--- config.mk ---
export PLATFORM = sky130hd
export DESIGN_NAME = hiq_back
export DESIGN_NICKNAME = d
export VERILOG_FILES = /design/src/rtl/core/hiq_pkg.sv /design/src/rtl/core/hiq_back.sv
export SDC_FILE = /design/constraint.sdc
export NUM_CORES = 1
export LEC_CHECK = 0
export BUFFER_PORTS_ARGS = -buffer_cell sky130_fd_sc_hd__buf_2
export CAP_MARGIN = 30
export CORE_MARGIN = 3
export CORE_UTILIZATION = 54
export DETAILED_ROUTE_END_ITERATION = 12
export GPL_ROUTABILITY_DRIVEN = 0
export GPL_TIMING_DRIVEN = 0
export PLACE_DENSITY = 0.81
export RECOVER_POWER = 25
export SETUP_SLACK_MARGIN = 0.02
export SLEW_MARGIN = 20
export SYNTH_ARGS = -nofsm -noshare
export SYNTH_HDL_FRONTEND = slang
export SYNTH_SLANG_ARGS = --single-unit
--- constraint.sdc ---
create_clock -name i_clk -period 3.95 [get_ports i_clk]
set_input_delay 0.9875 -clock i_clk [delete_from_list [all_inputs] [get_ports i_clk]]
set_output_delay 0.9875 -clock i_clk [all_outputs]
set_load 0.05 [all_outputs]
--- src/rtl/core/hiq_pkg.sv ---
// shared types, constants and the quality table of the homopolymer indel quality block
`timescale 1ns / 1ps
`default_nettype none

package hiq_pkg;

    // reference store geometry
    localparam int REF_DEPTH  = 65536;
    localparam int MAX_CHUNK  = 64;
    localparam int ADDR_W     = $clog2(REF_DEPTH);
    // cursor and lookup position, room for the saturated cursor plus one chunk
    localparam int CUR_W      = $clog2(REF_DEPTH + MAX_CHUNK + 2);

    // run lengths
    localparam int RUN_W      = 5;
    localparam int RUN_SAT    = 19;
    localparam int RUN_LIMIT  = 18;

    // field widths
    localparam int LEN_W      = 7;
    localparam int CHAR_W     = 8;
    localparam int BASE_W     = 8;
    localparam int POS_W      = 16;
    localparam int CMD_W      = 2;
    localparam int OP_W       = 4;
    localparam int S_DATA_W   = 40;

    // job queue between front and back
    localparam int JOBQ_DEPTH = 4;
    localparam int JOBQ_AW    = $clog2(JOBQ_DEPTH);

    localparam logic [CHAR_W-1:0] QUAL_BANG = 8'h21;
    localparam logic [CHAR_W-1:0] QUAL_ZERO = 8'h00;

    typedef enum logic [CMD_W-1:0] {
        CMD_REF_BASE   = 2'd0,
        CMD_READ_START = 2'd1,
        CMD_CIGAR      = 2'd2
    } t_cmd;

    typedef enum logic [OP_W-1:0] {
        OP_MATCH = 4'd0,
        OP_INS   = 4'd1,
        OP_DEL   = 4'd2,
        OP_SOFT  = 4'd4,
        OP_HARD  = 4'd5,
        OP_EQUAL = 4'd7,
        OP_DIFF  = 4'd8
    } t_cigar_op;

    typedef enum logic [1:0] {
        JOB_LOOKUP,
        JOB_BANG,
        JOB_ERROR
    } t_job_kind;

    typedef enum logic {
        F_TAKE,
        F_HEAD
    } t_front_state;

    typedef enum logic {
        B_IDLE,
        B_RUN
    } t_back_state;

    // one unit of back-end work: count results starting at lookup position pos
    typedef struct packed {
        t_job_kind               kind;
        logic [LEN_W-1:0]        count;
        logic [CUR_W-1:0]        pos;
    } t_hiq_job;

    // write port of the run length store
    typedef struct packed {
        logic                    en;
        logic [ADDR_W-1:0]       addr;
        logic [RUN_W-1:0]        data;
    } t_store_wr;

    // quality character for a run length, out of range gives '!'
    function automatic logic [CHAR_W-1:0] qual_lookup(input logic [RUN_W-1:0] run);
        logic [CHAR_W-1:0] q;
        case (run)
            5'd1, 5'd2, 5'd3: q = 8'h4d;  // M
            5'd4:             q = 8'h4c;  // L
            5'd5:             q = 8'h4b;  // K
            5'd6:             q = 8'h45;  // E
            5'd7:             q = 8'h43;  // C
            5'd8:             q = 8'h40;  // @
            5'd9:             q = 8'h3d;  // =
            5'd10:            q = 8'h3c;  // <
            5'd11:            q = 8'h3b;  // ;
            5'd12:            q = 8'h3a;  // :
            5'd13:            q = 8'h39;  // 9
            5'd14, 5'd15:     q = 8'h38;  // 8
            5'd16, 5'd17:     q = 8'h37;  // 7
            5'd18:            q = 8'h36;  // 6
            default:          q = QUAL_BANG;
        endcase
        return q;
    endfunction

endpackage

`default_nettype wire

--- src/rtl/core/hiq_back.sv ---
// back end: walks each job one query base a cycle while there is buffer room, looks up the store, buffers results
`timescale 1ns / 1ps
`default_nettype none

module hiq_back
    import hiq_pkg::*;
(
    input  wire logic              i_clk,
    input  wire logic              i_rst_n,
    input  wire logic              i_q_empty,
    output logic                   o_q_pop,
    input  wire t_hiq_job          i_q_job,
    input  wire logic [CUR_W-1:0]  i_ref_length,
    output logic                   o_rd_en,
    output logic [ADDR_W-1:0]      o_rd_addr,
    input  wire logic [RUN_W-1:0]  i_rd_data,
    output logic                   o_back_idle,
    output logic                   o_out_valid,
    input  wire logic              i_out_ready,
    output logic [CHAR_W-1:0]      o_out_char,
    output logic                   o_out_last,
    output logic                   o_out_error
);

    t_back_state        r_state;
    t_back_state        n_state;
    t_job_kind          r_kind;
    logic [CUR_W-1:0]   r_pos;
    logic [LEN_W-1:0]   r_left;

    // one lookup in flight, waiting for store data
    logic               r_inf_v;
    t_job_kind          r_inf_kind;
    logic               r_inf_hit;
    logic               r_inf_last;

    // two-entry result buffer
    logic [CHAR_W-1:0]  r_fq_char [2];
    logic               r_fq_last [2];
    logic               r_fq_err  [2];
    logic               r_fq_wp;
    logic               r_fq_rp;
    logic [1:0]         r_fq_cnt;

    logic               w_pop_out;
    logic               w_room;
    logic               w_issue;
    logic [CHAR_W-1:0]  w_res_char;

    assign w_pop_out = (r_fq_cnt != 2'd0) && i_out_ready;
    // buffered plus in flight, less what leaves now, leaves room for one more
    assign w_room    = (({1'b0, r_fq_cnt} + 3'(r_inf_v) - 3'(w_pop_out)) < 3'd2);
    assign w_issue   = (r_state == B_RUN) && w_room;

    // next state
    always_comb begin
        n_state = r_state;
        unique case (r_state)
            B_IDLE:  if (!i_q_empty) n_state = B_RUN;
            B_RUN:   if (w_issue && (r_left == LEN_W'(1))) n_state = B_IDLE;
            default: n_state = B_IDLE;
        endcase
    end

    // fsm outputs
    always_comb begin
        o_q_pop = 1'b0;
        o_rd_en = 1'b0;
        unique case (r_state)
            B_IDLE:  o_q_pop = !i_q_empty;
            B_RUN:   o_rd_en = w_issue && (r_kind == JOB_LOOKUP);
            default: o_q_pop = 1'b0;
        endcase
    end

    assign o_rd_addr   = r_pos[ADDR_W-1:0];
    assign o_back_idle = (r_state == B_IDLE) && !r_inf_v;

    // result character once store data is back
    always_comb begin
        unique case (r_inf_kind)
            JOB_LOOKUP: w_res_char = r_inf_hit ? qual_lookup(i_rd_data) : QUAL_BANG;
            JOB_BANG:   w_res_char = QUAL_BANG;
            default:    w_res_char = QUAL_ZERO;
        endcase
    end

    // sequencer and in-flight control
    always_ff @(posedge i_clk) begin
        if (!i_rst_n) begin
            r_state <= B_IDLE;
            r_inf_v <= 1'b0;
        end else begin
            r_state <= n_state;
            r_inf_v <= w_issue;
        end
    end

    // job walk and in-flight payload
    always_ff @(posedge i_clk) begin
        if (o_q_pop) begin
            r_kind <= i_q_job.kind;
            r_pos  <= i_q_job.pos;
            r_left <= i_q_job.count;
        end else if (w_issue) begin
            r_pos  <= r_pos + 1'b1;
            r_left <= r_left - 1'b1;
        end
        if (w_issue) begin
            r_inf_kind <= r_kind;
            r_inf_hit  <= (r_pos < i_ref_length);
            r_inf_last <= (r_left == LEN_W'(1));
        end
    end

    // result buffer control
    always_ff @(posedge i_clk) begin
        if (!i_rst_n) begin
            r_fq_wp  <= 1'b0;
            r_fq_rp  <= 1'b0;
            r_fq_cnt <= 2'd0;
        end else begin
            if (r_inf_v) begin
                r_fq_wp <= !r_fq_wp;
            end
            if (w_pop_out) begin
                r_fq_rp <= !r_fq_rp;
            end
            r_fq_cnt <= r_fq_cnt + 2'(r_inf_v) - 2'(w_pop_out);
        end
    end

    // result buffer entries
    always_ff @(posedge i_clk) begin
        if (r_inf_v) begin
            r_fq_char[r_fq_wp] <= w_res_char;
            r_fq_last[r_fq_wp] <= r_inf_last;
            r_fq_err[r_fq_wp]  <= (r_inf_kind == JOB_ERROR);
        end
    end

    assign o_out_valid = (r_fq_cnt != 2'd0);
    assign o_out_char  = r_fq_char[r_fq_rp];
    assign o_out_last  = r_fq_last[r_fq_rp];
    assign o_out_error = r_fq_err[r_fq_rp];

    // result buffer never takes a result it has no room for
    a_no_overflow: assert property (@(posedge i_clk) disable iff (!i_rst_n)
        (r_inf_v && !w_pop_out) |-> (r_fq_cnt != 2'd2))
        else $error("result buffer overflow");

    // store data is only expected after an issue in the run state
    a_inflight_from_run: assert property (@(posedge i_clk) disable iff (!i_rst_n)
        r_inf_v |-> $past(r_state == B_RUN))
        else $error("lookup in flight without a running job");

    // an error result always closes its chunk
    a_error_is_last: assert property (@(posedge i_clk) disable iff (!i_rst_n)
        (o_out_valid && o_out_error) |-> o_out_last)
        else $error("error result without last");

endmodule

`default_nettype wire

==> metrics.txt <==
WL per Instance 14.4 µm; Post-Syn Area per Cell 10.4 µm²; GRT busiest layer met2; antenna fix cells 0; relative slew slack 45.7%; CP required 2960 ps; Clock Sinks 55; worst-path fanout max 4; Max VDD drop 0.000387 V; MaxCap Viol Count 0; # port buffers a little under 80; Num CTS Buffers 5; Critical Path Start i_out_ready; pwr dens around 660 nW/µm²; Starting DRT DRC Count 81; CTS root buffer clkbuf_8; Slew @ Worst Pin 813 ps; core area 5740 µm²; Main synth FF type edfxtp_1; cts repair resizes 0; Post-Synthesis Cells approximately 320; GRT met3 Usage 3.93%; WP data arrival about 2800 ps; number of antenna violations at the first check in global routing 0; GRT overflow 0; skew final ~10 ps; LEAKAGE 1.72 nW; crit path capture type primary output; Fmax achieved 263 MHz; Mapped Nets 401; synth-to-layout area growth 17.8%; Final period util 96.4%; TritonCTS clock tree done; Final setup violation count 0; vias after detailed routing 2539; met2 usage ~36%; FP Rows 27; Mapped Area 3330 µm²; Die Ht 84.5 µm; layout cell share with drive strength beyond 1 30.7%; Final Cell Area 3920 µm²; number of synthesized flops with an enable pin between 40 and 50; synthesis-stage register bit count between 50 and 60; status complete, no violations; post-route setup slack 143 ps; dpl ws about 90 ps; Post-DP Area 3820 µm²; Clock Tree Buf Depth 2; number of I/O pins 82; First-pass DRT Iterations 4; first-pass GRT wire length about 12000 µm; Die Width between 80 and 90 µm; H-tree depth 2; minimum clock period 3810 ps; Setup CP Type in -> out; Initial Util slightly below 60%; met1 usage around 26%; vias in the first global route 2558; RSZ-0062 raised after global routing no; Synth top area share 43.3%; Final Hold Fails 0; largest net degree at the start of global routing 20; # DRC 0; vias per cell 5.30; Final #Nets 486; Clock transition at path regs 110 ps; max-slew violations 0; WL final 6920 µm; Hold Crit Start r_inf_last; Async SR Flop Fraction 0%; die area about 7000 µm²; RR Startpoint r_fq_cnt[1]; crit path launch type input port; setup_tns 0 ps; Post-CTS Setup Inserts 0; top cell type by total area after synthesis edfxtp_1; Post-DRT Antenna Nets 0; worst reg-to-reg path cell count 10; clk_lat worst skew ~320 ps; worst-case hold slack 476 ps; synth top area cells edfxtp_1 (43%), ha_1 (10%), dfxtp_1 (4.2%); hold crit path type reg -> reg; sequential area share after synthesis between 40% and 50%; hold path cells 0; post-detail-place hpwl 5340 µm; GRT Total Usage between 20 and 25%; Post-CTS Hold Fix Bufs 0; Yosys warning count 0; synth unique cells 49
## report_power, final
group	internal, mW	leakage [nW]	switching (mW)
sequential	0.861	0.517	0.161
combinational	0.442	1.15	0.780
clock	0.132	0.0467	0.205
total	1.43	1.72	1.15
## critical path: stages
cell      delay [ps]
buf_2             90
and2_1           150
ha_1             270
inv_1             40
ha_1             180
fa_1             460
nand3b_1         260
nor3_2           150
buf_4            220
## cells in the mapped netlist (2+ instances only)
library cell / instances
nand2b_1: 3
a211oi_1: 2
xnor2_1: 14
ha_1: 27
nand4_1: 4
o21ai_1: 3
and2_1: 4
clkbuf_1: 5
mux2_2: 10
dfxtp_1: 7
xor2_1: 9
o21ai_0: 23
nor2b_1: 2
buf_2: 4
buf_4: 17
nand3_1: 7
a21oi_1: 8
a31oi_1: 2
nor2_1: 18
nor3_1: 7
a21o_1: 3
edfxtp_1: 48
nand2_1: 37
inv_1: 32
## state kept, by name (all words and copies together), names as in the netlist, named ones only
register and cells:
r_fq_char 14, r_fq_err 2, r_inf_kind 2, r_inf_hit 1, r_fq_wp 1, r_fq_last 2, r_inf_last 1, r_pos 17
r_inf_v 1, r_fq_cnt 2, r_left 7, r_fq_rp 1, r_kind 2, r_state 1
## layout by cell type, fill, tap and decap left out, types with 2 or more instances in the layout
cell and count:
a211oi_1 2, a21o_1 3, a21oi_1 8, a31oi_1 2
and2_1 3, buf_2 78, buf_4 18, clkbuf_1 7
clkbuf_8 5, dfxtp_1 7, edfxtp_1 48, ha_1 27
inv_1 32, mux2_2 10, nand2_1 37, nand2b_1 3
nand3_1 7, nand4_1 4, nor2_1 18, nor2b_1 2
nor3_1 6, nor3_2 2, o21ai_0 23, o21ai_1 3
xnor2_1 14, xor2_1 9
## layout make-up
| class | instances | area, µm² |
|---|---|---|
| buffer | 26 | 166 |
| clock buffer | 5 | 68.8 |
| clock inverter | 3 | 27.5 |
| fill | 468 | 1820 |
| inverter | 32 | 120 |
| multi-input combinational | 208 | 1460 |
| sequential | 55 | 1580 |
| tap | 72 | 90.1 |
| timing repair buffer | 78 | 400 |
## worst paths after layout
kind,endpoint,slack [ps]
max,o_rd_en,140
min,r_fq_last[0],480
max reg2reg,r_pos[14],1110
min reg2reg,r_fq_last[0],480
## cell families (layout without fill, tap and decap cells)
logic type	Yosys count	count (layout)	synth area share, %
flops	55	55	47.5
simple gates	96	96	14.4
mux	10	10	3.38
buf+inv	58	144	8.61
compound gates	50	50	9.18
fa+ha+maj	28	28	10.8
xor+xnor	23	23	6.06
other cells	1	1	0.113
## per-stage QoR
step,power [mW],cells,utilization (%)
detailed placement,2.26,471,66.6
CTS,2.59,479,68.2
finish,2.58,479,68.2
floorplan,1.95,321,-
global placement,2.19,470,66.3
global route,2.75,479,68.2
## layer usage
metal	vias to the layer above	wire length, µm
met4	0	70
met2	82	3510
li1	1268	-
met5	-	0
met1	1181	2930
met3	8	416
(Power assumes the default switching activity.)
