**src/rtl/core/hiq_pkg.sv**
```systemverilog
// shared types, constants and the quality table of the homopolymer indel quality block
`timescale 1ns / 1ps
`default_nettype none

package hiq_pkg;

    // reference store geometry
    localparam int REF_DEPTH  = 65536;
    localparam int MAX_CHUNK  = 64;
    localparam int ADDR_W     = $clog2(REF_DEPTH);
    // cursor and lookup position, room for the saturated cursor plus one chunk
    localparam int CUR_W      = $clog2(REF_DEPTH + MAX_CHUNK + 2);

    // run lengths
    localparam int RUN_W      = 5;
    localparam int RUN_SAT    = 19;
    localparam int RUN_LIMIT  = 18;

    // field widths
    localparam int LEN_W      = 7;
    localparam int CHAR_W     = 8;
    localparam int BASE_W     = 8;
    localparam int POS_W      = 16;
    localparam int CMD_W      = 2;
    localparam int OP_W       = 4;
    localparam int S_DATA_W   = 40;

    // job queue between front and back
    localparam int JOBQ_DEPTH = 4;
    localparam int JOBQ_AW    = $clog2(JOBQ_DEPTH);

    localparam logic [CHAR_W-1:0] QUAL_BANG = 8'h21;
    localparam logic [CHAR_W-1:0] QUAL_ZERO = 8'h00;

    typedef enum logic [CMD_W-1:0] {
        CMD_REF_BASE   = 2'd0,
        CMD_READ_START = 2'd1,
        CMD_CIGAR      = 2'd2
    } t_cmd;

    typedef enum logic [OP_W-1:0] {
        OP_MATCH = 4'd0,
        OP_INS   = 4'd1,
        OP_DEL   = 4'd2,
        OP_SOFT  = 4'd4,
        OP_HARD  = 4'd5,
        OP_EQUAL = 4'd7,
        OP_DIFF  = 4'd8
    } t_cigar_op;

    typedef enum logic [1:0] {
        JOB_LOOKUP,
        JOB_BANG,
        JOB_ERROR
    } t_job_kind;

    typedef enum logic {
        F_TAKE,
        F_HEAD
    } t_front_state;

    typedef enum logic {
        B_IDLE,
        B_RUN
    } t_back_state;

    // one unit of back-end work: count results starting at lookup position pos
    typedef struct packed {
        t_job_kind               kind;
        logic [LEN_W-1:0]        count;
        logic [CUR_W-1:0]        pos;
    } t_hiq_job;

    // write port of the run length store
    typedef struct packed {
        logic                    en;
        logic [ADDR_W-1:0]       addr;
        logic [RUN_W-1:0]        data;
    } t_store_wr;

    // quality character for a run length, out of range gives '!'
    function automatic logic [CHAR_W-1:0] qual_lookup(input logic [RUN_W-1:0] run);
        logic [CHAR_W-1:0] q;
        case (run)
            5'd1, 5'd2, 5'd3: q = 8'h4d;  // M
            5'd4:             q = 8'h4c;  // L
            5'd5:             q = 8'h4b;  // K
            5'd6:             q = 8'h45;  // E
            5'd7:             q = 8'h43;  // C
            5'd8:             q = 8'h40;  // @
            5'd9:             q = 8'h3d;  // =
            5'd10:            q = 8'h3c;  // <
            5'd11:            q = 8'h3b;  // ;
            5'd12:            q = 8'h3a;  // :
            5'd13:            q = 8'h39;  // 9
            5'd14, 5'd15:     q = 8'h38;  // 8
            5'd16, 5'd17:     q = 8'h37;  // 7
            5'd18:            q = 8'h36;  // 6
            default:          q = QUAL_BANG;
        endcase
        return q;
    endfunction

endpackage

`default_nettype wire

```
**src/rtl/core/hiq_front.sv**
```systemverilog
// front end: takes input transfers, loads the reference store, turns cigar chunks into jobs
`timescale 1ns / 1ps
`default_nettype none

module hiq_front
    import hiq_pkg::*;
(
    input  wire logic                i_clk,
    input  wire logic                i_rst_n,
    input  wire logic                i_in_valid,
    output logic                     o_in_ready,
    input  wire logic [S_DATA_W-1:0] i_in_data,
    input  wire logic [CMD_W-1:0]    i_in_user,
    input  wire logic                i_in_last,
    input  wire logic                i_back_idle,
    input  wire logic                i_q_empty,
    input  wire logic                i_q_full,
    output logic                     o_q_push,
    output t_hiq_job                 o_q_job,
    output t_store_wr                o_store_wr,
    output logic [CUR_W-1:0]         o_ref_length
);

    t_front_state        r_state;
    t_front_state        n_state;
    logic [CUR_W-1:0]    r_ref_length;
    logic [ADDR_W-1:0]   r_run_start;
    logic [RUN_W-1:0]    r_run_count;
    logic [BASE_W-1:0]   r_run_base;
    logic [CUR_W-1:0]    r_cursor;
    logic                r_read_active;

    logic                w_first;
    logic [BASE_W-1:0]   w_base;
    logic [POS_W-1:0]    w_rpos;
    logic                w_pp;
    logic [OP_W-1:0]     w_op;
    logic [LEN_W-1:0]    w_len;
    logic [LEN_W-1:0]    w_len_c;
    logic [CUR_W-1:0]    w_pos;
    logic                w_in_range;
    logic                w_extend;
    logic [RUN_W-1:0]    w_run_inc;
    logic                w_need_job;
    logic                w_op_err;
    t_job_kind           w_kind;
    logic [LEN_W-1:0]    w_adv;
    logic [CUR_W-1:0]    w_cur_sum;
    logic [CUR_W-1:0]    w_cur_next;
    logic [CUR_W-1:0]    w_start_cur;
    logic                w_cigar_job;
    logic                w_take;

    // field unpack
    assign w_first = i_in_data[0];
    assign w_base  = i_in_data[8:1];
    assign w_rpos  = i_in_data[24:9];
    assign w_pp    = i_in_data[25];
    assign w_op    = i_in_data[29:26];
    assign w_len   = i_in_data[36:30];

    assign w_len_c = (w_len > LEN_W'(MAX_CHUNK)) ? LEN_W'(MAX_CHUNK) : w_len;

    // reference load position and run tracking
    assign w_pos      = w_first ? '0 : r_ref_length;
    assign w_in_range = (w_pos < CUR_W'(REF_DEPTH));
    assign w_extend   = (w_pos != '0) && (w_base == r_run_base);
    assign w_run_inc  = (r_run_count < RUN_W'(RUN_SAT)) ? (r_run_count + 1'b1) : r_run_count;

    // cigar op decode
    always_comb begin
        w_need_job = 1'b0;
        w_op_err   = 1'b0;
        w_kind     = JOB_LOOKUP;
        w_adv      = '0;
        unique case (w_op)
            OP_MATCH, OP_EQUAL, OP_DIFF: begin
                w_need_job = (w_len_c != '0);
                w_adv      = w_len_c;
            end
            OP_INS, OP_SOFT: begin
                w_need_job = (w_len_c != '0);
                w_kind     = JOB_BANG;
            end
            OP_DEL: begin
                w_adv = w_len_c;
            end
            OP_HARD: begin
                w_adv = '0;
            end
            default: begin
                w_need_job = 1'b1;
                w_op_err   = 1'b1;
                w_kind     = JOB_ERROR;
            end
        endcase
    end

    // cursor advance, saturating at the store depth
    assign w_cur_sum   = r_cursor + CUR_W'(w_adv);
    assign w_cur_next  = (w_cur_sum > CUR_W'(REF_DEPTH)) ? CUR_W'(REF_DEPTH) : w_cur_sum;
    assign w_start_cur = (32'(w_rpos) > 32'(REF_DEPTH)) ? CUR_W'(REF_DEPTH) : CUR_W'(w_rpos);

    assign w_cigar_job = (i_in_user == CMD_CIGAR) && r_read_active && w_need_job;
    assign w_take      = i_in_valid && o_in_ready;

    // job for the back end
    always_comb begin
        o_q_job.kind  = w_kind;
        o_q_job.count = w_op_err ? LEN_W'(1) : w_len_c;
        o_q_job.pos   = r_cursor + 1'b1;
    end
    assign o_q_push = w_take && w_cigar_job;

    // next state
    always_comb begin
        n_state = r_state;
        unique case (r_state)
            F_TAKE: begin
                if (w_take && (i_in_user == CMD_REF_BASE) && w_in_range && w_extend) begin
                    n_state = F_HEAD;
                end
            end
            F_HEAD: n_state = F_TAKE;
            default: n_state = F_TAKE;
        endcase
    end

    // fsm outputs: ready and store writes
    always_comb begin
        o_in_ready      = 1'b0;
        o_store_wr.en   = 1'b0;
        o_store_wr.addr = w_pos[ADDR_W-1:0];
        o_store_wr.data = RUN_W'(1);
        unique case (r_state)
            F_TAKE: begin
                // a base waits until every earlier lookup is done
                case (i_in_user)
                    CMD_REF_BASE: o_in_ready = i_back_idle && i_q_empty;
                    CMD_CIGAR:    o_in_ready = !w_cigar_job || !i_q_full;
                    default:      o_in_ready = 1'b1;
                endcase
                o_store_wr.en = i_in_valid && o_in_ready
                                && (i_in_user == CMD_REF_BASE) && w_in_range;
            end
            F_HEAD: begin
                // second write: refresh the length at the head of the run
                o_store_wr.en   = 1'b1;
                o_store_wr.addr = r_run_start;
                o_store_wr.data = r_run_count;
            end
            default: o_in_ready = 1'b0;
        endcase
    end

    // state registers
    always_ff @(posedge i_clk) begin
        if (!i_rst_n) begin
            r_state       <= F_TAKE;
            r_ref_length  <= '0;
            r_run_start   <= '0;
            r_run_count   <= '0;
            r_run_base    <= '0;
            r_cursor      <= '0;
            r_read_active <= 1'b0;
        end else begin
            r_state <= n_state;
            if (w_take) begin
                case (i_in_user)
                    CMD_REF_BASE: begin
                        if (w_in_range) begin
                            if (w_extend) begin
                                r_run_count <= w_run_inc;
                            end else begin
                                r_run_start <= w_pos[ADDR_W-1:0];
                                r_run_count <= RUN_W'(1);
                                r_run_base  <= w_base;
                            end
                            r_ref_length <= w_pos + 1'b1;
                        end
                    end
                    CMD_READ_START: begin
                        r_cursor      <= w_start_cur;
                        r_read_active <= w_pp;
                    end
                    CMD_CIGAR: begin
                        if (r_read_active) begin
                            r_cursor <= w_cur_next;
                            if (w_op_err || i_in_last) begin
                                r_read_active <= 1'b0;
                            end
                        end
                    end
                    default: r_read_active <= r_read_active;
                endcase
            end
        end
    end

    assign o_ref_length = r_ref_length;

endmodule

`default_nettype wire

```
**config.mk**
```make
export PLATFORM = sky130hd
export DESIGN_NAME = hiq_front
export DESIGN_NICKNAME = d
export VERILOG_FILES = /design/src/rtl/core/hiq_pkg.sv /design/src/rtl/core/hiq_front.sv
export SDC_FILE = /design/constraint.sdc
export NUM_CORES = 1
export LEC_CHECK = 0
export BUFFER_PORTS_ARGS = -buffer_cell sky130_fd_sc_hd__buf_4
export CAP_MARGIN = 15
export CORE_AREA = 2 2 131 133
export CTS_CLUSTER_SIZE = 10
export DETAILED_ROUTE_END_ITERATION = 7
export DIE_AREA = 0 0 133 135
export RECOVER_POWER = 25
export SLEW_MARGIN = 30
export SYNTH_ARGS = -nofsm -noshare
export SYNTH_HDL_FRONTEND = slang
export SYNTH_SLANG_ARGS = --single-unit
```
**constraint.sdc**
```tcl
create_clock -name i_clk -period 4.4 [get_ports i_clk]
set_clock_uncertainty 0.05 [all_clocks]
set_input_delay 0.44 -clock i_clk [delete_from_list [all_inputs] [get_ports i_clk]]
set_output_delay 0.44 -clock i_clk [all_outputs]
set_load 0.03 [all_outputs]
```
==> results.cfg, run 1 <==
[route]
detailedRoute.firstPassIterationCount = 4
drt_iter0_markers = 318
final_antenna_net_count = 0
via_per_inst = 5.06
route.vias.total = 4783
routed_wl_microns = 14300
wl_per_cell_microns = 15.2
drcViolationCount = 0

[synthesis]
synth_seq_area_share_pct = 26.7
yosysWarnings = 0
synthArstFlopShare_pct = 0
synth_area_leaders = dfxtp_1, mux2i_1, and2_1, nand2_1, nor2b_1
synth_edf_count = 0
synth.top_cell.area_share_pct = 26.7
synth.net_count = 693
syn-cell-area_sq_um = 4880
yosys.area.top_type = dfxtp_1
synth_commonest_cells = dfxtp_1, nand2_1, and2_1, nor2_1, mux2i_1
synth_area_per_cell_sq_um = 7.76
yosysMostFrequentCell = dfxtp_1
ys_ff_latch = 65
netlist-cell-type-count = 66
syn_inst = 629
synth-main-ff-cell = dfxtp_1

[placement]
place.gp.congestion = 0.828
port_buffers = 112
place_area_sq_um = 5880
place_hpwl_microns = 10100
pre_cts_ws_ps = 351

[run_status]
violations = max-capacitance violations, max-slew violations
outcome = complete, but fails checks

[sta]
worst_slew_pin_slew_ps = 1740
whs_ps = 328
setup-tns-final_ps = 0
rsz0062_at_grt = false
relSlewSlack_pct = -15.8
setup_viol = 0
clock.fmax_mhz = 271
min_period_ps = 3690
fin_ws_ps = 709
finalCritPeriodShare_pct = 83.9
hold_viol = 0
finalMaxSlewViolations = 40

[clock_tree]
cts_buffer_depth = 2
numCtsBuffers = 9
clkLatencyLatePin_ps = 340
cts_sinks = 65
cts_tree = yes
htreeDepth = 3
ctsHoldBuffers = 0
cts.repair_timing.setup_buffer_count = 0
clk_pin_slew_ps = 60
ctsResizeCount = 0
cts_root_buf = clkbuf_16

[hold_path]
hold_path_class = input pin to flip-flop
min_from = i_in_data[2]
holdPathStages = 3
whs_endpoint = r_run_base[1]$_SDFFE_PN0P_

[cells_and_area]
antenna_cells = 0
drive_above_1_share_pct = 16.1
fin_util_pct = 37.0
area_delta_synth_final_pct = 24.3
nets = 784
design_area_sq_um = 6070
nFillCells = 1755

[floorplanning]
core_sq_um = 16400
fp.dieH_microns = 135
initial_core_util_pct = 29.8
io_pins = 116
die_w_microns = 133
num_rows = 47
dieArea_sq_um = 18000

[job]
max_cap_viol_count = 1

[critical_path]
r2r_cells = 11
worst_setup_path_start_kind = input pin
critPathRequiredTime_ps = 4600
cp-end-kind = flip-flop
worstPathCellList = buf_4 -> a211o_1 -> a21oi_1 -> and2_1 -> ha_1 -> a21oi_2 -> and3_1 -> a211o_1 -> a311oi_1 -> nand3_1 -> nor4_1 -> o21ai_1 -> a211oi_1
crit_fanout = 10
cp_num_buf_inv = 1
rr_startpoint = r_cursor[0]$_SDFFE_PN0P_
worstSetupPathType = input pin to flip-flop
crit_family = compound AO/OA/AOI/OAI gates
max_stage_delay_ps = 440
cp.arrival_ps = 3890
reg2reg_to = r_cursor[3]$_SDFFE_PN0P_
cp_common_cell = a211o_1
slowest_stage = nor4_1
reg2reg_slack_ps = 1070

[global_route]
antenna_found_initial = 0
gr-usage-all-layers_pct = 16.0
grt_pass1_wl_microns = 22800
grt_overflow_total = 0
grt_max_degree = 61
grt_pass1_vias = 4353

[power]
leakage_nw = 2.44
cellPowerDensity_nw_per_um2 = 260
ir_drop_v = 0.000175
worst min-delay path, stage by stage:
cell     delay (ps)
buf_4            90
mux2i_1          60
nor2b_1          90
stage by stage:
step | instances | power [W]
after detailed placement | 929 | 0.000861
after floorplan | 629 | 0.000771
after CTS | 945 | 0.00161
after global routing | 945 | 0.00165
after global placement | 929 | 0.000859
final | 945 | 0.00158
area by class of cell:
class | instances | area [sq um] | area share (%)
inverters | 25 | 93.8 | 1.55
multi-input cells | 500 | 3320 | 54.6
flip-flops and latches | 65 | 1300 | 21.4
well taps | 220 | 275 | 4.54
clock buffers | 12 | 246 | 4.06
repair buffers | 119 | 785 | 12.9
clock inverters | 4 | 51.3 | 0.845
layer usage:
metal | vias to the layer above | share of wire, % | wire length [microns] | track usage [%]
met3 | 10 | 4.6 | 661 | 4.02
li1 | 2428 | - | - | -
met4 | 0 | 0.80 | 115 | 3.46
met5 | - | 0 | 0 | 0
met1 | 2220 | 46 | 6570 | 19.8
met2 | 125 | 49 | 6980 | 28.3
worst max path at each step:
stage,startpoint,endpoint,slack [ps],depth (start not counted)
3_5_place_dp,i_in_data[29],r_cursor[3]$_SDFFE_PN0P_,350,13
3_3_place_gp,i_in_data[29],r_cursor[0]$_SDFFE_PN0P_,370,13
6_report,i_in_data[29],r_cursor[3]$_SDFFE_PN0P_,710,13
2_1_floorplan,i_in_data[29],r_cursor[0]$_SDFFE_PN0P_,1130,13
4_1_cts,i_in_data[29],r_cursor[3]$_SDFFE_PN0P_,710,13
5_1_grt,i_in_data[29],r_cursor[1]$_SDFFE_PN0P_,370,13
where the power goes:
part | switching [W] | leakage [nW] | internal (W)
Clock | 0.000279 | 0.143 | 0.000456
Sequential | 0.0000149 | 0.525 | 0.000598
Combinational | 0.000132 | 1.77 | 0.0000980
cell families (layout without fill, tap and decap cells):
family / count (synthesis) / count (layout) / share of synthesized area (%)
AOI/OAI and AO/OA: 154 / 154 / 20.5
DFF: 65 / 65 / 26.7
and+or+nand+nor: 258 / 258 / 29.2
adders and majority gates: 17 / 17 / 4.41
muxes: 37 / 37 / 7.71
buffers and inverters: 64 / 160 / 5.41
xor gates and xnor gates: 34 / 34 / 6.10
cells in the final DEF (no fill, tap or decap), drive strengths merged, types with 3 or more instances in the layout:
cell / synthesis / final
and2: 34 / 34
a31oi: 6 / 6
o211ai: 3 / 3
a21o: 6 / 6
xnor2: 18 / 18
nand4: 10 / 10
mux2i: 32 / 32
a22oi: 7 / 7
a21boi: 13 / 13
or3: 6 / 6
xor2: 16 / 16
clkbuf: 27 / 41
o221ai: 4 / 4
and3: 15 / 15
nand2: 56 / 56
o21ai: 57 / 57
nor4: 9 / 9
nor2: 35 / 35
mux2: 5 / 5
o211a: 6 / 6
a2111oi: 3 / 3
nor2b: 29 / 29
ha: 14 / 14
nor3: 8 / 8
a211oi: 8 / 8
nand3: 22 / 22
inv: 25 / 26
nand2b: 14 / 14
nor3b: 4 / 4
nand3b: 4 / 4
o22ai: 3 / 3
buf: 12 / 90
a21oi: 20 / 20
and4: 4 / 4
dfxtp: 65 / 65
registers in the layout, indices dropped and copies added, names as in the netlist:
| signal | cells |
|---|---|
| r_run_base | 8 |
| r_read_active | 1 |
| r_run_count | 5 |
| r_cursor | 17 |
| o_ref_length | 17 |
| r_run_start | 16 |
| r_state | 1 |
No activity file was read; power rests on OpenSTA's default activity.
==> run 2: changes to the inputs <==
Clock period 4.4 ns to 3.7 ns, I/O delays scaled along.
==> run 2 against run 1 <==
Effect of this change: the run still ends with max-capacitance violations, max-slew violations left; hold slack worse by 77 ps; combinational power up 32%; routed wire length down 0.65%; clock-buffer cell count down 1; cell area up 3.9%; clock power up 20%; non-clock buffer count up 29; global-route usage up 0.17 points; first-iteration DRC count up 0.31%; via count up 0.65%; worst setup slack worse by 420 ps; cell count up 3.0%; largest cell class unchanged.
==> results.cfg, run 2 (same netlist as run 1, synthesis figures left out) <==
[run_status]
outcome = complete, but fails checks
violations = max-capacitance violations, max-slew violations

[clock_tree]
htreeDepth = 3
clk_pin_slew_ps = 60
clkLatencyLatePin_ps = 340
cts_tree = yes
cts.repair_timing.setup_buffer_count = 0
numCtsBuffers = 9
cts_buffer_depth = 2
cts_root_buf = clkbuf_16
ctsResizeCount = 0
cts_sinks = 65
ctsHoldBuffers = 0

[cells_and_area]
stdcell_count = 973
nets = 813
antenna_cells = 0
drive_above_1_share_pct = 19.5
nFillCells = 1748
final_cell_mix = buf_4, dfxtp_1, nand2_1
final_common_cell = buf_4
area_delta_synth_final_pct = 29.2

[route]
route.vias.total = 4814
detailedRoute.firstPassIterationCount = 4
via_per_inst = 4.95
drcViolationCount = 0
wl_per_cell_microns = 14.6
final_antenna_net_count = 0
drt_iter0_markers = 319
routed_wl_microns = 14200

[hold_path]
hold_path_class = input pin to flip-flop
min_from = i_in_data[6]
holdPathStages = 3
whs_endpoint = r_run_base[5]$_SDFFE_PN0P_

[critical_path]
reg2reg_slack_ps = 630
cp.arrival_ps = 3610
reg2reg_to = r_cursor[0]$_SDFFE_PN0P_
worstPathCellList = buf_4 -> nand4b_1 -> a21oi_1 -> buf_4 -> and2_1 -> ha_1 -> fa_1 -> a211oi_1 -> o21ai_1 -> a21boi_0 -> buf_4 -> xor2_1 -> nand3_1 -> nor4_1 -> buf_4 -> o21ai_1 -> buf_4 -> a211oi_1
crit_fanout = 7
rr_startpoint = r_cursor[0]$_SDFFE_PN0P_
r2r_cells = 13
cp_common_cell = buf_4
critPathRequiredTime_ps = 3900
worstSetupPathType = input pin to flip-flop
slowest_stage = fa_1
worst_setup_path_start_kind = input pin
cp-end-kind = flip-flop
max_stage_delay_ps = 440

[sta]
relSlewSlack_pct = -4.56
setup_viol = 0
whs_ps = 251
setup-tns-final_ps = 0
finalMaxSlewViolations = 39
clock.fmax_mhz = 293
rsz0062_at_grt = false
worst_slew_pin_slew_ps = 1570
min_period_ps = 3410
finalCritPeriodShare_pct = 92.2
hold_viol = 0

[floorplanning]
core_sq_um = 16400
num_rows = 47
fp.dieH_microns = 135
die_w_microns = 133
io_pins = 116
dieArea_sq_um = 18000
initial_core_util_pct = 29.8

[global_route]
gr-usage-all-layers_pct = 16.2
grt_max_degree = 61
antenna_found_initial = 0
grt_pass1_wl_microns = 23200
grt_overflow_total = 0
grt_pass1_vias = 4484

[power]
switchingPower_w = 0.000502
pwr-share-seq_pct = 38.1
power.share.clock_pct = 46.0
ir_drop_v = 0.000209
power_w = 0.00191
switching_share_pct = 26.3
pwr-share-comb_pct = 15.9
cellPowerDensity_nw_per_um2 = 303
p_int_w = 0.00141
leakage_nw = 2.59

[placement]
port_buffers = 112
place.gp.congestion = 0.837
place_hpwl_microns = 10300
dp.cells = 958

[job]
max_cap_viol_count = 1
[run 2: cell count changes in the layout (fill, tap and decap cells not counted), sizes merged]
cell,previous run,this run
buf,90,119
clkbuf,41,40
[run 2: worst max path at each step]
stage,depth (start not counted),start,endpoint
detailed placement,18,i_in_data[27],r_cursor[1]$_SDFFE_PN0P_
CTS,18,i_in_data[27],r_cursor[1]$_SDFFE_PN0P_
finish,18,i_in_data[27],r_cursor[0]$_SDFFE_PN0P_
global placement,18,i_in_data[27],r_cursor[6]$_SDFFE_PN0P_
floorplan,13,i_in_data[29],r_cursor[0]$_SDFFE_PN0P_
global route,18,i_in_data[27],r_cursor[6]$_SDFFE_PN0P_
[run 2: stage by stage]
| step | worst slack (ps) | utilization, % | cell area, sq um |
|---|---|---|---|
| final | 287 | 38.4 | 6310 |
| after global routing | 44.1 | 38.4 | 6310 |
| after CTS | 274 | 39.1 | 6410 |
| after detailed placement | -61.4 | 37.2 | 6110 |
| after floorplan | 495 | - | 4880 |
| after global placement | 1.28 | 37.2 | 6110 |
[run 2: layout make-up]
type	instances	area [sq um]	share of cell area, %
inverters	25	93.8	1.49
well taps	220	275	4.37
clock inverters	4	51.3	0.813
multi-input cells	500	3320	52.6
flip-flops and latches	65	1300	20.6
repair buffers	148	1010	16.1
clock buffers	11	253	4.01
[run 2: layer usage]
metal / part of all wire [%] / vias to the layer above / GRT usage (%) / wire length [microns]
met4: 0.67 / 0 / 3.41 / 95
met3: 5.0 / 9 / 4.17 / 714
met5: 0 / - / 0 / 0
met1: 45 / 2203 / 20.1 / 6460
li1: - / 2492 / - / -
met2: 49 / 110 / 28.4 / 6960
[run 2: critical path, delay by kind of cell]
kind	cells	cell delay (ps)
compound gates	6	940
fa+ha+maj	2	650
xor+xnor	1	170
simple gates	4	700
buf+inv	5	760
[run 2: power by group through the flow]
stage | Combinational, W | Clock [W] | Sequential (W)
after floorplan | 0.000181 | 0 | 0.000736
after global placement | 0.000310 | 0 | 0.000742
after detailed placement | 0.000310 | 0 | 0.000742
after CTS | 0.000311 | 0.000911 | 0.000727
after global routing | 0.000333 | 0.000939 | 0.000729
final | 0.000303 | 0.000879 | 0.000727
==> run 3: changes to the inputs <==
Settings changed: CORE_AREA 2 2 131 133 to 2 2 98 100, DIE_AREA 0 0 133 135 to 0 0 100 102, HOLD_SLACK_MARGIN set to 0.1, PLACE_DENSITY set to 0.8.
==> run 3 against run 2 <==
Effect of this change: the run still ends with max-capacitance violations, max-slew violations left; global-route usage rose by 10 points; sequential power hardly changed; first-iteration DRC count shrank 27%; register-to-register slack got worse by 60 ps; utilization is 27 points higher; critical path depth decreased by 5; non-clock buffer count decreased by 18; cell count decreased by 13%; critical path type unchanged; critical endpoint is now r_cursor[4]$_SDFFE_PN0P_; largest cell class unchanged; largest power group is now sequential cells.
==> results.cfg, run 3 (same netlist as run 1, synthesis figures left out) <==
[route]
top_layer_used = met4
via_per_inst = 5.90
wl_met2_microns = 6710
final_antenna_net_count = 0
routed_wl_microns = 13600
drt_iter0_markers = 232
met1_length_microns = 5910
route.vias.total = 4996
detailedRoute.firstPassIterationCount = 5
met3_length_microns = 731
drcViolationCount = 0
wl_per_cell_microns = 16.1

[sta]
whs_ps = 267
finalMaxSlewViolations = 38
hold_viol = 0
worst_slew_pin_slew_ps = 1500
rsz0062_at_grt = false
setup_viol = 0
min_period_ps = 3330
finalCritPeriodShare_pct = 90.0
setup-tns-final_ps = 0
relSlewSlack_pct = -0.315
clock.fmax_mhz = 300

[critical_path]
critPathRequiredTime_ps = 3900
worstSetupPathType = input pin to flip-flop
r2r_cells = 10
cp-end-kind = flip-flop
crit_fanout = 7
cp.arrival_ps = 3530
worst_setup_path_start_kind = input pin

[power]
p_int_w = 0.00122
power.share.clock_pct = 39.7
pwr-share-seq_pct = 43.1
ir_drop_v = 0.000176
pwr-share-comb_pct = 17.2
leakage_nw = 2.46
cellPowerDensity_nw_per_um2 = 284
switching_share_pct = 27.8
switchingPower_w = 0.000470

[clock_tree]
clk_pin_slew_ps = 80
ctsResizeCount = 0
clkLatencyLatePin_ps = 340
cts_root_buf = clkbuf_8
cts_sinks = 65
cts_buffer_depth = 2
cts.repair_timing.setup_buffer_count = 0
numCtsBuffers = 9
cts_tree = yes
htreeDepth = 3
ctsHoldBuffers = 0

[global_route]
grt_max_degree = 61
antenna_found_initial = 0
grt_pass1_vias = 4680
gr-usage-all-layers_pct = 26.2
grt_overflow_total = 0
grt_pass1_wl_microns = 21800

[placement]
dp.cells = 831
port_buffers = 112
place_hpwl_microns = 9880
place.gp.congestion = 0.950

[hold_path]
hold_path_class = input pin to flip-flop
holdPathStages = 3

[floorplanning]
num_rows = 35
die_w_microns = 100
core_sq_um = 9110
io_pins = 116
fp.dieH_microns = 102
dieArea_sq_um = 10200
initial_core_util_pct = 53.6

[cells_and_area]
antenna_cells = 0
stdcell_count = 847
final_cell_mix = buf_4, dfxtp_1, nand2_1
final_common_cell = buf_4
nets = 795
drive_above_1_share_pct = 17.9
area_delta_synth_final_pct = 21.9

[run_status]
violations = max-capacitance violations, max-slew violations
outcome = complete, but fails checks

[job]
max_cap_viol_count = 1
run 3: changes by cell type in the layout (fill, tap and decap cells not counted), sizes merged:
cell      change
bufinv        +1
clkbuf        -1
clkinvlp      -1
clkinv        +2
buf          -18
run 3: path summary, 6_finish.rpt:
check | start | slack [ps] | to
max | i_in_data[29] | 370 | r_cursor[4]$_SDFFE_PN0P_
min reg2reg | r_run_start[14]$_SDFFE_PN0P_ | 470 | r_run_start[14]$_SDFFE_PN0P_
max reg2reg | r_cursor[0]$_SDFFE_PN0P_ | 570 | r_cursor[4]$_SDFFE_PN0P_
min | i_in_data[8] | 270 | r_run_base[7]$_SDFFE_PN0P_
run 3: power by group through the flow:
stage | logic (W) | clock network [W] | registers (W)
3_5_place_dp | 0.000287 | 0 | 0.000743
4_1_cts | 0.000290 | 0.000685 | 0.000727
6_report | 0.000290 | 0.000671 | 0.000728
5_1_grt | 0.000314 | 0.000710 | 0.000729
2_1_floorplan | 0.000181 | 0 | 0.000736
3_3_place_gp | 0.000279 | 0 | 0.000742
run 3: worst max-delay path, cell delays in order:
cell	delay, ps
buf_4	130
a211o_1	330
a21oi_2	240
and2_1	170
ha_1	190
fa_1	450
nor3_1	220
nand2_1	90
nor4_1	410
nand4_1	210
nor4_2	290
o21ai_2	200
a211oi_1	220
run 3: routing by layer:
layer	vias up	global-route usage [%]
met4	0	9.38
met3	24	4.04
met5	-	0
li1	2450	-
met2	152	46.1
met1	2370	32.7
run 3: final cells by class:
cell class	instances	area (sq um)
multi-input cells	500	3330
clock inverters	6	91.3
repair buffers	130	867
inverters	25	93.8
well taps	111	139
clock buffers	10	128
fillers	795	3160
flip-flops and latches	65	1300
run 3: metrics by stage:
step / setup WS (ps) / utilization, % / instance area [sq um] / total power (W)
floorplan: 495 / - / 4880 / 0.000917
global placement: 1.41 / 64.0 / 5830 / 0.00102
detailed placement: -214 / 64.0 / 5830 / 0.00103
CTS: 141 / 66.4 / 6050 / 0.00170
global route: 131 / 65.3 / 5950 / 0.00175
finish: 369 / 65.3 / 5950 / 0.00169
